### config.mk
export PLATFORM = sky130hd
export DESIGN_NAME = serpentine_coverage_waypoint_generator_top
export DESIGN_NICKNAME = d
export VERILOG_FILES = /design/src/sv/scwg_pkg.sv /design/src/sv/scwg_div.sv /design/src/sv/serpentine_coverage_waypoint_generator_top.sv
export SDC_FILE = /design/constraint.sdc
export NUM_CORES = 2
export LEC_CHECK = 0
export BUFFER_PORTS_ARGS = -buffer_cell sky130_fd_sc_hd__buf_2
export CORE_MARGIN = 2
export CORE_UTILIZATION = 50
export DETAILED_ROUTE_END_ITERATION = 10
export HOLD_SLACK_MARGIN = 0.12
export PLACE_DENSITY_LB_ADDON = 0.05
export SYNTH_ARGS = -nofsm -noshare
export SYNTH_HDL_FRONTEND = slang
export SYNTH_SLANG_ARGS = --single-unit
### constraint.sdc
create_clock -name clk_i -period 7.25 [get_ports clk_i]
set_clock_uncertainty 0.15 [all_clocks]
set_input_delay 0.725 -clock clk_i [delete_from_list [all_inputs] [get_ports clk_i]]
set_output_delay 0.725 -clock clk_i [all_outputs]
set_load 0.01 [all_outputs]
### src/sv/scwg_pkg.sv
// Shared constants, codes and types of the serpentine coverage waypoint generator.
`timescale 1ns / 1ps

package scwg_pkg;

  // Coordinate width of the signed fixed-point waypoint values.
  localparam int CoordBits  = 32;
  localparam int RadiusBits = CoordBits - 2;
  localparam int StepBits   = CoordBits - 1;
  localparam int CfgIdxBits = 3;
  localparam int DivCntBits = $clog2(CoordBits);

  typedef enum logic [CfgIdxBits-1:0] {
    CFG_X_LOW    = 3'd0,
    CFG_X_HIGH   = 3'd1,
    CFG_Y_LOW    = 3'd2,
    CFG_Y_HIGH   = 3'd3,
    CFG_ALTITUDE = 3'd4,
    CFG_RADIUS   = 3'd5,
    CFG_STEP     = 3'd6
  } cfg_idx_e;

  typedef enum logic [1:0] {
    PH_ROW  = 2'd0,
    PH_VERT = 2'd1,
    PH_DONE = 2'd2
  } leg_phase_e;

  typedef enum logic [2:0] {
    ST_IDLE     = 3'd0,
    ST_EMIT     = 3'd1,
    ST_PREP     = 3'd2,
    ST_DIV_N    = 3'd3,
    ST_DIV_STEP = 3'd4
  } ctrl_state_e;

  typedef struct packed {
    logic                 start;
    logic [CoordBits-1:0] dividend;
    logic [CoordBits-1:0] divisor;
  } div_req_t;

  typedef struct packed {
    logic                 busy;
    logic                 done;
    logic [CoordBits-1:0] quotient;
    logic [CoordBits-1:0] remainder;
  } div_rsp_t;

endpackage

### src/sv/scwg_div.sv
// Restoring unsigned divider that retires one quotient bit per cycle.
`timescale 1ns / 1ps

module scwg_div import scwg_pkg::*; (
  input  logic     clk_i,
  input  logic     rst_ni,
  input  div_req_t req_i,
  output div_rsp_t rsp_o
);

  logic                  busy_q, busy_d;
  logic                  done_q, done_d;
  logic [DivCntBits-1:0] cnt_q, cnt_d;
  logic [CoordBits-1:0]  rem_q, rem_d;
  logic [CoordBits-1:0]  quo_q, quo_d;
  logic [CoordBits-1:0]  dvs_q, dvs_d;
  logic [CoordBits:0]    trial;
  logic                  fit;

  // The dividend shifts out of the top of quo_q while quotient bits enter at the bottom.
  assign trial = {rem_q, quo_q[CoordBits-1]};
  assign fit   = trial >= {1'b0, dvs_q};

  always_comb begin
    busy_d = busy_q;
    done_d = 1'b0;
    cnt_d  = cnt_q;
    rem_d  = rem_q;
    quo_d  = quo_q;
    dvs_d  = dvs_q;
    if (req_i.start && !busy_q) begin
      busy_d = 1'b1;
      cnt_d  = '0;
      rem_d  = '0;
      quo_d  = req_i.dividend;
      dvs_d  = req_i.divisor;
    end else if (busy_q) begin
      rem_d = fit ? CoordBits'(trial - {1'b0, dvs_q}) : trial[CoordBits-1:0];
      quo_d = {quo_q[CoordBits-2:0], fit};
      cnt_d = cnt_q + 1'b1;
      if (cnt_q == DivCntBits'(CoordBits - 1)) begin
        busy_d = 1'b0;
        done_d = 1'b1;
      end
    end
  end

  always_ff @(posedge clk_i or negedge rst_ni) begin
    if (!rst_ni) begin
      busy_q <= 1'b0;
      done_q <= 1'b0;
      cnt_q  <= '0;
    end else begin
      busy_q <= busy_d;
      done_q <= done_d;
      cnt_q  <= cnt_d;
    end
  end

  always_ff @(posedge clk_i) begin
    rem_q <= rem_d;
    quo_q <= quo_d;
    dvs_q <= dvs_d;
  end

  assign rsp_o.busy      = busy_q;
  assign rsp_o.done      = done_q;
  assign rsp_o.quotient  = quo_q;
  assign rsp_o.remainder = rem_q;

endmodule

### src/sv/serpentine_coverage_waypoint_generator_top.sv
// Top level of the serpentine coverage waypoint generator.
//
// Each beat on the input channel (in_valid_i, in_stall_o, restart_i) asks for one
// waypoint; restart_i high starts the path over from its first point. Each request
// gives exactly one beat on the output channel (out_valid_o, out_stall_i): the point,
// a final_point flag on the last point and exhausted_o once the path is used up.
// Seven registers are written on the configuration channel (cfg_valid_i, cfg_ready_o,
// cfg_index_i, cfg_data_i); cfg_ready_o is always high and writes are expected only
// while the block is idle.
// Inside a leg the offset along the leg is an incremental interpolator (quotient plus
// remainder accumulator); an accepted request is held in the emit state until the output
// register is free, and the next request is taken once the result is loaded.
// Starting a leg runs two divisions (one when the leg has no steps) on the shared
// one-bit-per-cycle divider, during which in_stall_o is high; this happens after a
// restart with y_lo <= y_hi and after the last point of any leg but the final row.
// A new request is taken while a result still waits in the output register; a
// stalled output only holds the next result until the register frees up.
// After reset the path is exhausted until the first restart, and the registers hold
// their reset values (radius 1.0, step 0.5, everything else zero).
`timescale 1ns / 1ps

module serpentine_coverage_waypoint_generator_top import scwg_pkg::*; (
  input  logic                  clk_i,
  input  logic                  rst_ni,
  input  logic                  cfg_valid_i,
  output logic                  cfg_ready_o,
  input  logic [CfgIdxBits-1:0] cfg_index_i,
  input  logic [CoordBits-1:0]  cfg_data_i,
  input  logic                  in_valid_i,
  output logic                  in_stall_o,
  input  logic                  restart_i,
  output logic                  out_valid_o,
  input  logic                  out_stall_i,
  output logic signed [CoordBits-1:0] point_x_o,
  output logic signed [CoordBits-1:0] point_y_o,
  output logic signed [CoordBits-1:0] point_z_o,
  output logic                  final_point_o,
  output logic                  exhausted_o
);

  // Configuration registers.
  logic signed [CoordBits-1:0] x_lo_q, x_hi_q, y_lo_q, y_hi_q, alt_q;
  logic [RadiusBits-1:0]       radius_q;
  logic [StepBits-1:0]         step_q;

  // Path state.
  ctrl_state_e                 state_q, state_d;
  leg_phase_e                  phase_q, phase_d;
  logic signed [CoordBits-1:0] row_q, row_d;
  logic                        odd_q, odd_d;
  logic [CoordBits-1:0]        idx_q, idx_d;
  logic [CoordBits-1:0]        total_q, total_d;
  logic signed [CoordBits:0]   quot_q, quot_d;
  logic signed [CoordBits-1:0] hold_x_q, hold_x_d;
  logic signed [CoordBits-1:0] walk_q, walk_d;
  logic [CoordBits-1:0]        mag_q, mag_d;
  logic [CoordBits-1:0]        acc_q, acc_d;
  logic [CoordBits-1:0]        acc_rem_q, acc_rem_d;
  logic [CoordBits-1:0]        inc_q, inc_d;
  logic [CoordBits-1:0]        inc_rem_q, inc_rem_d;
  logic                        pend_q, pend_d;

  // Output register.
  logic                        out_valid_q;
  logic signed [CoordBits-1:0] ox_q, oy_q, oz_q, ox_d, oy_d, oz_d;
  logic                        ofin_q, oexh_q, ofin_d, oexh_d;

  div_req_t div_req;
  div_rsp_t div_rsp;

  logic                        in_acc, out_free, out_load;
  logic                        last, fits, fits0;
  logic [CoordBits+1:0]        coord_sum, next_row;
  logic [CoordBits:0]          leg_end, rem_sum;
  logic                        wrap;
  logic                        new_odd;
  logic signed [CoordBits-1:0] row_s, row_e;
  logic [CoordBits:0]          row_quot, quot_abs;
  logic [CoordBits-1:0]        step_eff;

  assign cfg_ready_o = 1'b1;
  assign in_stall_o  = (state_q != ST_IDLE);
  assign in_acc      = in_valid_i && !in_stall_o;
  assign out_free    = !out_valid_q || !out_stall_i;
  assign out_load    = (state_q == ST_EMIT) && out_free;

  always_ff @(posedge clk_i or negedge rst_ni) begin
    if (!rst_ni) begin
      x_lo_q   <= '0;
      x_hi_q   <= '0;
      y_lo_q   <= '0;
      y_hi_q   <= '0;
      alt_q    <= '0;
      radius_q <= RadiusBits'(65536);
      step_q   <= StepBits'(32768);
    end else if (cfg_valid_i && cfg_ready_o) begin
      unique case (cfg_idx_e'(cfg_index_i))
        CFG_X_LOW:    x_lo_q   <= cfg_data_i;
        CFG_X_HIGH:   x_hi_q   <= cfg_data_i;
        CFG_Y_LOW:    y_lo_q   <= cfg_data_i;
        CFG_Y_HIGH:   y_hi_q   <= cfg_data_i;
        CFG_ALTITUDE: alt_q    <= cfg_data_i;
        CFG_RADIUS:   radius_q <= cfg_data_i[RadiusBits-1:0];
        CFG_STEP:     step_q   <= cfg_data_i[StepBits-1:0];
        default: ;
      endcase
    end
  end

  // Current point along the leg and the tests that decide what follows it.
  assign coord_sum = quot_q[CoordBits]
                   ? {{2{walk_q[CoordBits-1]}}, walk_q} - {2'b00, acc_q}
                   : {{2{walk_q[CoordBits-1]}}, walk_q} + {2'b00, acc_q};
  assign leg_end   = {walk_q[CoordBits-1], walk_q} + quot_q;
  assign last      = (idx_q == total_q);
  assign next_row  = {{2{row_q[CoordBits-1]}}, row_q} + {3'b000, radius_q, 1'b0};
  assign fits      = $signed(next_row) <= $signed({{2{y_hi_q[CoordBits-1]}}, y_hi_q});
  assign fits0     = y_lo_q <= y_hi_q;

  // Interpolator step: offset grows by d/n, with the remainder carried against n.
  assign rem_sum   = {1'b0, acc_rem_q} + {1'b0, inc_rem_q};
  assign wrap      = rem_sum >= {1'b0, total_q};

  // Row leg endpoints; odd rows run from the high edge back to the low edge.
  assign new_odd   = (state_q == ST_IDLE) ? 1'b0 : !odd_q;
  assign row_s     = new_odd ? x_hi_q : x_lo_q;
  assign row_e     = new_odd ? x_lo_q : x_hi_q;
  assign row_quot  = {row_e[CoordBits-1], row_e} - {row_s[CoordBits-1], row_s};

  assign quot_abs  = quot_q[CoordBits] ? -quot_q : quot_q;
  assign step_eff  = (step_q == '0) ? CoordBits'(1) : {1'b0, step_q};

  // Next state.
  always_comb begin
    state_d = state_q;
    unique case (state_q)
      ST_IDLE: begin
        if (in_acc) begin
          state_d = (restart_i && fits0) ? ST_PREP : ST_EMIT;
        end
      end
      ST_EMIT: begin
        if (out_free) begin
          if (phase_q != PH_DONE && last && (phase_q == PH_VERT || fits)) begin
            state_d = ST_PREP;
          end else begin
            state_d = ST_IDLE;
          end
        end
      end
      ST_PREP: state_d = ST_DIV_N;
      ST_DIV_N: begin
        if (div_rsp.done) begin
          if (div_rsp.quotient == '0) begin
            state_d = pend_q ? ST_EMIT : ST_IDLE;
          end else begin
            state_d = ST_DIV_STEP;
          end
        end
      end
      ST_DIV_STEP: begin
        if (div_rsp.done) begin
          state_d = pend_q ? ST_EMIT : ST_IDLE;
        end
      end
      default: state_d = ST_IDLE;
    endcase
  end

  // Datapath updates and divider requests.
  always_comb begin
    phase_d   = phase_q;
    row_d     = row_q;
    odd_d     = odd_q;
    idx_d     = idx_q;
    total_d   = total_q;
    quot_d    = quot_q;
    hold_x_d  = hold_x_q;
    walk_d    = walk_q;
    mag_d     = mag_q;
    acc_d     = acc_q;
    acc_rem_d = acc_rem_q;
    inc_d     = inc_q;
    inc_rem_d = inc_rem_q;
    pend_d    = pend_q;
    ox_d      = ox_q;
    oy_d      = oy_q;
    oz_d      = oz_q;
    ofin_d    = ofin_q;
    oexh_d    = oexh_q;
    div_req   = '{start: 1'b0, dividend: mag_q, divisor: step_eff};

    unique case (state_q)
      ST_IDLE: begin
        if (in_acc && restart_i) begin
          row_d = y_lo_q;
          odd_d = 1'b0;
          if (fits0) begin
            walk_d  = row_s;
            quot_d  = row_quot;
            phase_d = PH_ROW;
            pend_d  = 1'b1;
          end else begin
            phase_d = PH_DONE;
          end
        end
      end
      ST_EMIT: begin
        if (out_free) begin
          if (phase_q == PH_DONE) begin
            ox_d   = '0;
            oy_d   = '0;
            oz_d   = '0;
            ofin_d = 1'b0;
            oexh_d = 1'b1;
          end else begin
            ox_d   = (phase_q == PH_ROW) ? coord_sum[CoordBits-1:0] : hold_x_q;
            oy_d   = (phase_q == PH_ROW) ? row_q : coord_sum[CoordBits-1:0];
            oz_d   = alt_q;
            ofin_d = last && (phase_q == PH_ROW) && !fits;
            oexh_d = 1'b0;
            if (!last) begin
              idx_d     = idx_q + 1'b1;
              acc_d     = acc_q + inc_q + CoordBits'(wrap);
              acc_rem_d = wrap ? CoordBits'(rem_sum - {1'b0, total_q})
                               : rem_sum[CoordBits-1:0];
            end else if (phase_q == PH_ROW) begin
              if (fits) begin
                hold_x_d = leg_end[CoordBits-1:0];
                walk_d   = row_q;
                quot_d   = {2'b00, radius_q, 1'b0};
                phase_d  = PH_VERT;
                pend_d   = 1'b0;
              end else begin
                phase_d = PH_DONE;
              end
            end else begin
              row_d   = leg_end[CoordBits-1:0];
              odd_d   = new_odd;
              walk_d  = row_s;
              quot_d  = row_quot;
              phase_d = PH_ROW;
              pend_d  = 1'b0;
            end
          end
        end
      end
      ST_PREP: begin
        mag_d   = quot_abs[CoordBits-1:0];
        div_req = '{start: 1'b1, dividend: quot_abs[CoordBits-1:0], divisor: step_eff};
      end
      ST_DIV_N: begin
        if (div_rsp.done) begin
          total_d   = div_rsp.quotient;
          idx_d     = '0;
          acc_d     = '0;
          acc_rem_d = '0;
          // The increment d/n is only needed when the leg has steps.
          if (div_rsp.quotient != '0) begin
            div_req = '{start: 1'b1, dividend: mag_q, divisor: div_rsp.quotient};
          end
        end
      end
      ST_DIV_STEP: begin
        if (div_rsp.done) begin
          inc_d     = div_rsp.quotient;
          inc_rem_d = div_rsp.remainder;
        end
      end
      default: ;
    endcase
  end

  scwg_div u_div (
    .clk_i  (clk_i),
    .rst_ni (rst_ni),
    .req_i  (div_req),
    .rsp_o  (div_rsp)
  );

  always_ff @(posedge clk_i or negedge rst_ni) begin
    if (!rst_ni) begin
      state_q     <= ST_IDLE;
      phase_q     <= PH_DONE;
      row_q       <= '0;
      odd_q       <= 1'b0;
      idx_q       <= '0;
      total_q     <= '0;
      quot_q      <= '0;
      hold_x_q    <= '0;
      walk_q      <= '0;
      acc_q       <= '0;
      acc_rem_q   <= '0;
      inc_q       <= '0;
      inc_rem_q   <= '0;
      pend_q      <= 1'b0;
      out_valid_q <= 1'b0;
    end else begin
      state_q     <= state_d;
      phase_q     <= phase_d;
      row_q       <= row_d;
      odd_q       <= odd_d;
      idx_q       <= idx_d;
      total_q     <= total_d;
      quot_q      <= quot_d;
      hold_x_q    <= hold_x_d;
      walk_q      <= walk_d;
      acc_q       <= acc_d;
      acc_rem_q   <= acc_rem_d;
      inc_q       <= inc_d;
      inc_rem_q   <= inc_rem_d;
      pend_q      <= pend_d;
      if (out_load) begin
        out_valid_q <= 1'b1;
      end else if (!out_stall_i) begin
        out_valid_q <= 1'b0;
      end
    end
  end

  always_ff @(posedge clk_i) begin
    mag_q  <= mag_d;
    ox_q   <= ox_d;
    oy_q   <= oy_d;
    oz_q   <= oz_d;
    ofin_q <= ofin_d;
    oexh_q <= oexh_d;
  end

  assign out_valid_o   = out_valid_q;
  assign point_x_o     = ox_q;
  assign point_y_o     = oy_q;
  assign point_z_o     = oz_q;
  assign final_point_o = ofin_q;
  assign exhausted_o   = oexh_q;

  // An exhausted beat carries a zero point and is never the final point.
  a_exhausted_zero: assert property (@(posedge clk_i) disable iff (!rst_ni)
    out_valid_o && exhausted_o |->
      point_x_o == '0 && point_y_o == '0 && point_z_o == '0 && !final_point_o)
    else $error("exhausted beat with nonzero payload");

  // Between requests the step index never runs past the leg's step count.
  a_idx_bound: assert property (@(posedge clk_i) disable iff (!rst_ni)
    state_q == ST_IDLE && phase_q != PH_DONE |-> idx_q <= total_q)
    else $error("leg index beyond step count");

  // The interpolator remainder stays below the step count.
  a_rem_bound: assert property (@(posedge clk_i) disable iff (!rst_ni)
    state_q == ST_IDLE && total_q != '0 |-> acc_rem_q < total_q && inc_rem_q < total_q)
    else $error("interpolator remainder out of range");

  // The divider only finishes while the sequencer waits on it.
  a_div_done: assert property (@(posedge clk_i) disable iff (!rst_ni)
    div_rsp.done |-> state_q == ST_DIV_N || state_q == ST_DIV_STEP)
    else $error("divider result with no one waiting");

  // A result is loaded only into a free output register.
  a_out_load: assert property (@(posedge clk_i) disable iff (!rst_ni)
    out_load |=> out_valid_q)
    else $error("output load lost");

endmodule
==> impl_results.md <==
* Reg power frac at 42.0%
* Fmax at 0.142 GHz
* Seq/Total Area, Yosys at 42.5%
* Syn Std Cell Area at 48,000 um2
* Period utilisation layout at 97.2%
* Max incr delay on CP at 0.45 ns
* Post-synthesis mux area share at 8.01%
* DR WL/cell at 24.2 um
* CP required at 7.68 ns
* Internal power at 8620 uW
* Worst path slowest cell: a2111o_1
* Number of synthesized register bits at 783
* Number of global-route vias before repair at 36,800
* Final Non-Filler Cells at 6,556
* Syn Nets at 5,353
* Post-Synth Simple-Gate Area at 14.1%
* Total gr overflow at 0
* I/O Buffers at 140
* Synthesized area per cell at 9.57 um2
* Vias at 38,700
* Drt initial violations at 3,298
* Drt pass-1 iters at 6
* Die H at 314 um
* Post-Synthesis Cells at 5,015
* Clock buffer count from CTS at 90
* Fillers at 8,512
* VDD IR-drop max at 0.206 mV
* Clk buf depth at 3
* Lkg Pwr at 0.0241 uW
* Most frequent cells in the layout: nand2_1 (637), dfrtp_1 (552), o21ai_0 (435)
* Hpwl dp at 121,000 um
* Global-route wire length before repair at 237,000 um
* Final Total Pwr at 12,100 uW
* Compound-Gate Fraction of Synth Area at 16.8%
* Synth top area cells: dfrtp_1 (29%), edfxtp_1 (12%), ha_1 (7.5%)
* GRT Overall Usage at 32.0%
* Worst-path clk slew at 0.06 ns
* Hold WC Path Type: input pin to flip-flop
* Final setup viols at 0
* RSZ-0062 raised after global routing: yes
* Final WL at 159,000 um
* Net Sw Power at 3520 uW
* CTS tree: built
* Synth top area share at 28.9%
* Clk sinks at 783
* Worst setup SP type: flip-flop
* Final Instance Area at 54,300 um2
* Commonest non-fill, non-tap cell in the layout: nand2_1
* Xor/xnor share of the synthesized area at 6.28%
* Clock share of power at 41.0%
* Core Area at 95,000 um2
* Final min period at 7.05 ns
* Pwr/cell area at 223 nW/um2
* Clock Latency Late Sink at 0.69 ns
* Multi-input logic area at 26,300 um2
* CP Max Fanout at 4
* Sequential cell area at 20,400 um2
* CP arrival at 7.48 ns
* Htree depth at 3
* Comb power frac at 17.1%
* Die Span X at 314 um
* CP Capture Type: flip-flop
* Placed instance count at 6,374
* Die ar. at 98,500 um2
* Max Cap Viol at 0
* Row Count at 113
* Initial antenna violation count at 7
* Syn-to-layout area delta at 13.2%
* Ys Warns at 0
* Slew at the pin closest to its max-slew limit at 1.13 ns
* DR vias/cell at 5.91
* Area leader, netlist: dfrtp_1
* DR DRC count at 0
* EDFF count, synth at 194
* Synth cell types at 92
* I/O pin cnt at 142
* Nets at 5,548
* Main combinational cell family by area after synthesis: compound AO/OA/AOI/OAI gates
* Post-Place Cell Area at 50,800 um2
* CTS Root Buffer Type: clkbuf_16
* Initial Utilization at 50.5%
* Gpl congestion at 0.961
* Worst relative slew slack at 24.8%
* Synth async-reset ratio at 71.1%
* Layout cells sized above 1 at 15.2%
* Fin. Hold Viols at 0
* Worst Setup Path Type: flip-flop to flip-flop
* Sw Share at 29.0%
* Synth Area in Adders at 8.89%
* Post-route ant nets at 0
* Largest net degree at the start of global routing at 148
* Status: completed
* Main flop type after synthesis: dfrtp_1
* Max Slew Vio Count at 0
## kinds of logic (layout without fill, tap and decap cells)
group	count (synthesis)	after routing
fa+ha+maj	346	346
xor+xnor	344	344
other cells	1	5
flops	783	783
compound gates	1299	1299
simple gates	1463	1463
mux	351	351
buf+inv	428	700
## through the flow
step,hold WS [ns],utilization [%],setup WS [ns],TNS [ns]
2_1_floorplan,0.279,-,0.0543,0
3_3_place_gp,0.316,53.5,-0.522,-1.75
3_5_place_dp,0.321,53.5,-0.602,-2.11
4_1_cts,0.204,57.0,0.0175,0
5_1_grt,0.242,57.2,-0.125,-0.332
6_report,0.238,57.2,0.201,0
## Yosys cell counts, types with 10 or more instances
| master | n |
|---|---|
| o21bai_1 | 31 |
| inv_1 | 221 |
| and3_1 | 23 |
| clkbuf_1 | 167 |
| a211oi_1 | 32 |
| edfxtp_1 | 194 |
| or2_2 | 11 |
| xnor2_1 | 221 |
| nor2b_1 | 60 |
| mux2_2 | 265 |
| ha_1 | 289 |
| mux2i_1 | 86 |
| maj3_1 | 49 |
| nor2_1 | 296 |
| xor2_1 | 123 |
| a22oi_1 | 10 |
| and2_1 | 59 |
| o21ai_0 | 444 |
| a22o_1 | 70 |
| a31oi_1 | 50 |
| or3_1 | 33 |
| nand2b_1 | 77 |
| o31ai_1 | 33 |
| a2111oi_0 | 11 |
| a21boi_0 | 11 |
| nand4_1 | 49 |
| nand3_1 | 61 |
| dfxtp_1 | 32 |
| dfrtp_1 | 554 |
| buf_2 | 15 |
| buf_1 | 21 |
| o211ai_1 | 17 |
| o41ai_1 | 13 |
| o21a_1 | 30 |
| and4_1 | 10 |
| nor3_1 | 72 |
| a21o_1 | 111 |
| nand2_1 | 637 |
| nor4_1 | 38 |
| a21oi_1 | 319 |
## timing repair
item                                    4_1_cts  5_1_grt
gates resized for setup                      20       35
buffers inserted                              1        8
hold endpoints to repair                     68        0
endpoints found under the setup margin        9       16
hold buffers                                  1        0
pin swaps                                     8       40
## state kept, by name (all words and copies together), names as in the netlist, 30 cells and up
name	cells
radius_q	30
mag_q	32
point_z_o	32
y_hi_q	32
x_lo_q	32
inc_q	32
step_q	31
u_div.rem_q	32
row_q	32
x_hi_q	32
acc_q	32
quot_q	33
u_div.quo_q	32
alt_q	32
total_q	32
acc_rem_q	32
y_lo_q	32
inc_rem_q	32
hold_x_q	32
walk_q	32
idx_q	32
point_y_o	32
u_div.dvs_q	32
point_x_o	32
## final cells by class
cell class | count | area share (%)
tap | 1265 | 2.91
antenna | 4 | 0.0184
timing repair buffer | 309 | 3.72
clock inverter | 49 | 1.17
sequential | 783 | 37.6
inverter | 222 | 1.53
clock buffer | 120 | 4.75
multi-input combinational | 3804 | 48.3
## power by group through the flow
stage	clock network [uW]	registers (uW)	logic, uW
final	4970	5090	2070
after global routing	5210	5130	2280
after CTS	5050	5080	2060
after detailed placement	0	5160	2050
after global placement	0	5150	2030
after floorplan	0	5020	1430
## final timing paths
check | from | to | slack, ns | depth (start not counted)
setup / recovery | acc_rem_q[1] | acc_q[28] | 0.20 | 33
hold reg to reg | hold_x_q[24] | hold_x_q[24] | 0.33 | 2
max in group asynchronous | rst_ni | acc_q[21] | 4.77 | 4
min in group asynchronous | rst_ni | inc_rem_q[13] | 0.46 | 2
setup reg to reg | acc_rem_q[1] | acc_q[28] | 0.20 | 33
hold / removal | cfg_data_i[8] | x_lo_q[8] | 0.24 | 3
## critical path: cells and delay by family (launching register included)
family | cells | cell delay (ns)
fa+ha+maj | 4 | 1.43
compound gates | 20 | 3.60
simple gates | 5 | 0.69
flops | 1 | 0.40
xor+xnor | 2 | 0.32
buf+inv | 2 | 0.32
## routing by layer
layer	GRT usage (%)	up-vias	routed length (um)
met4	12.7	4	7110
met5	0	-	23
met3	4.62	285	8090
li1	-	18400	-
met2	52.4	1006	74200
met1	42.9	19000	69400
Power figures use the tool's default switching activity.
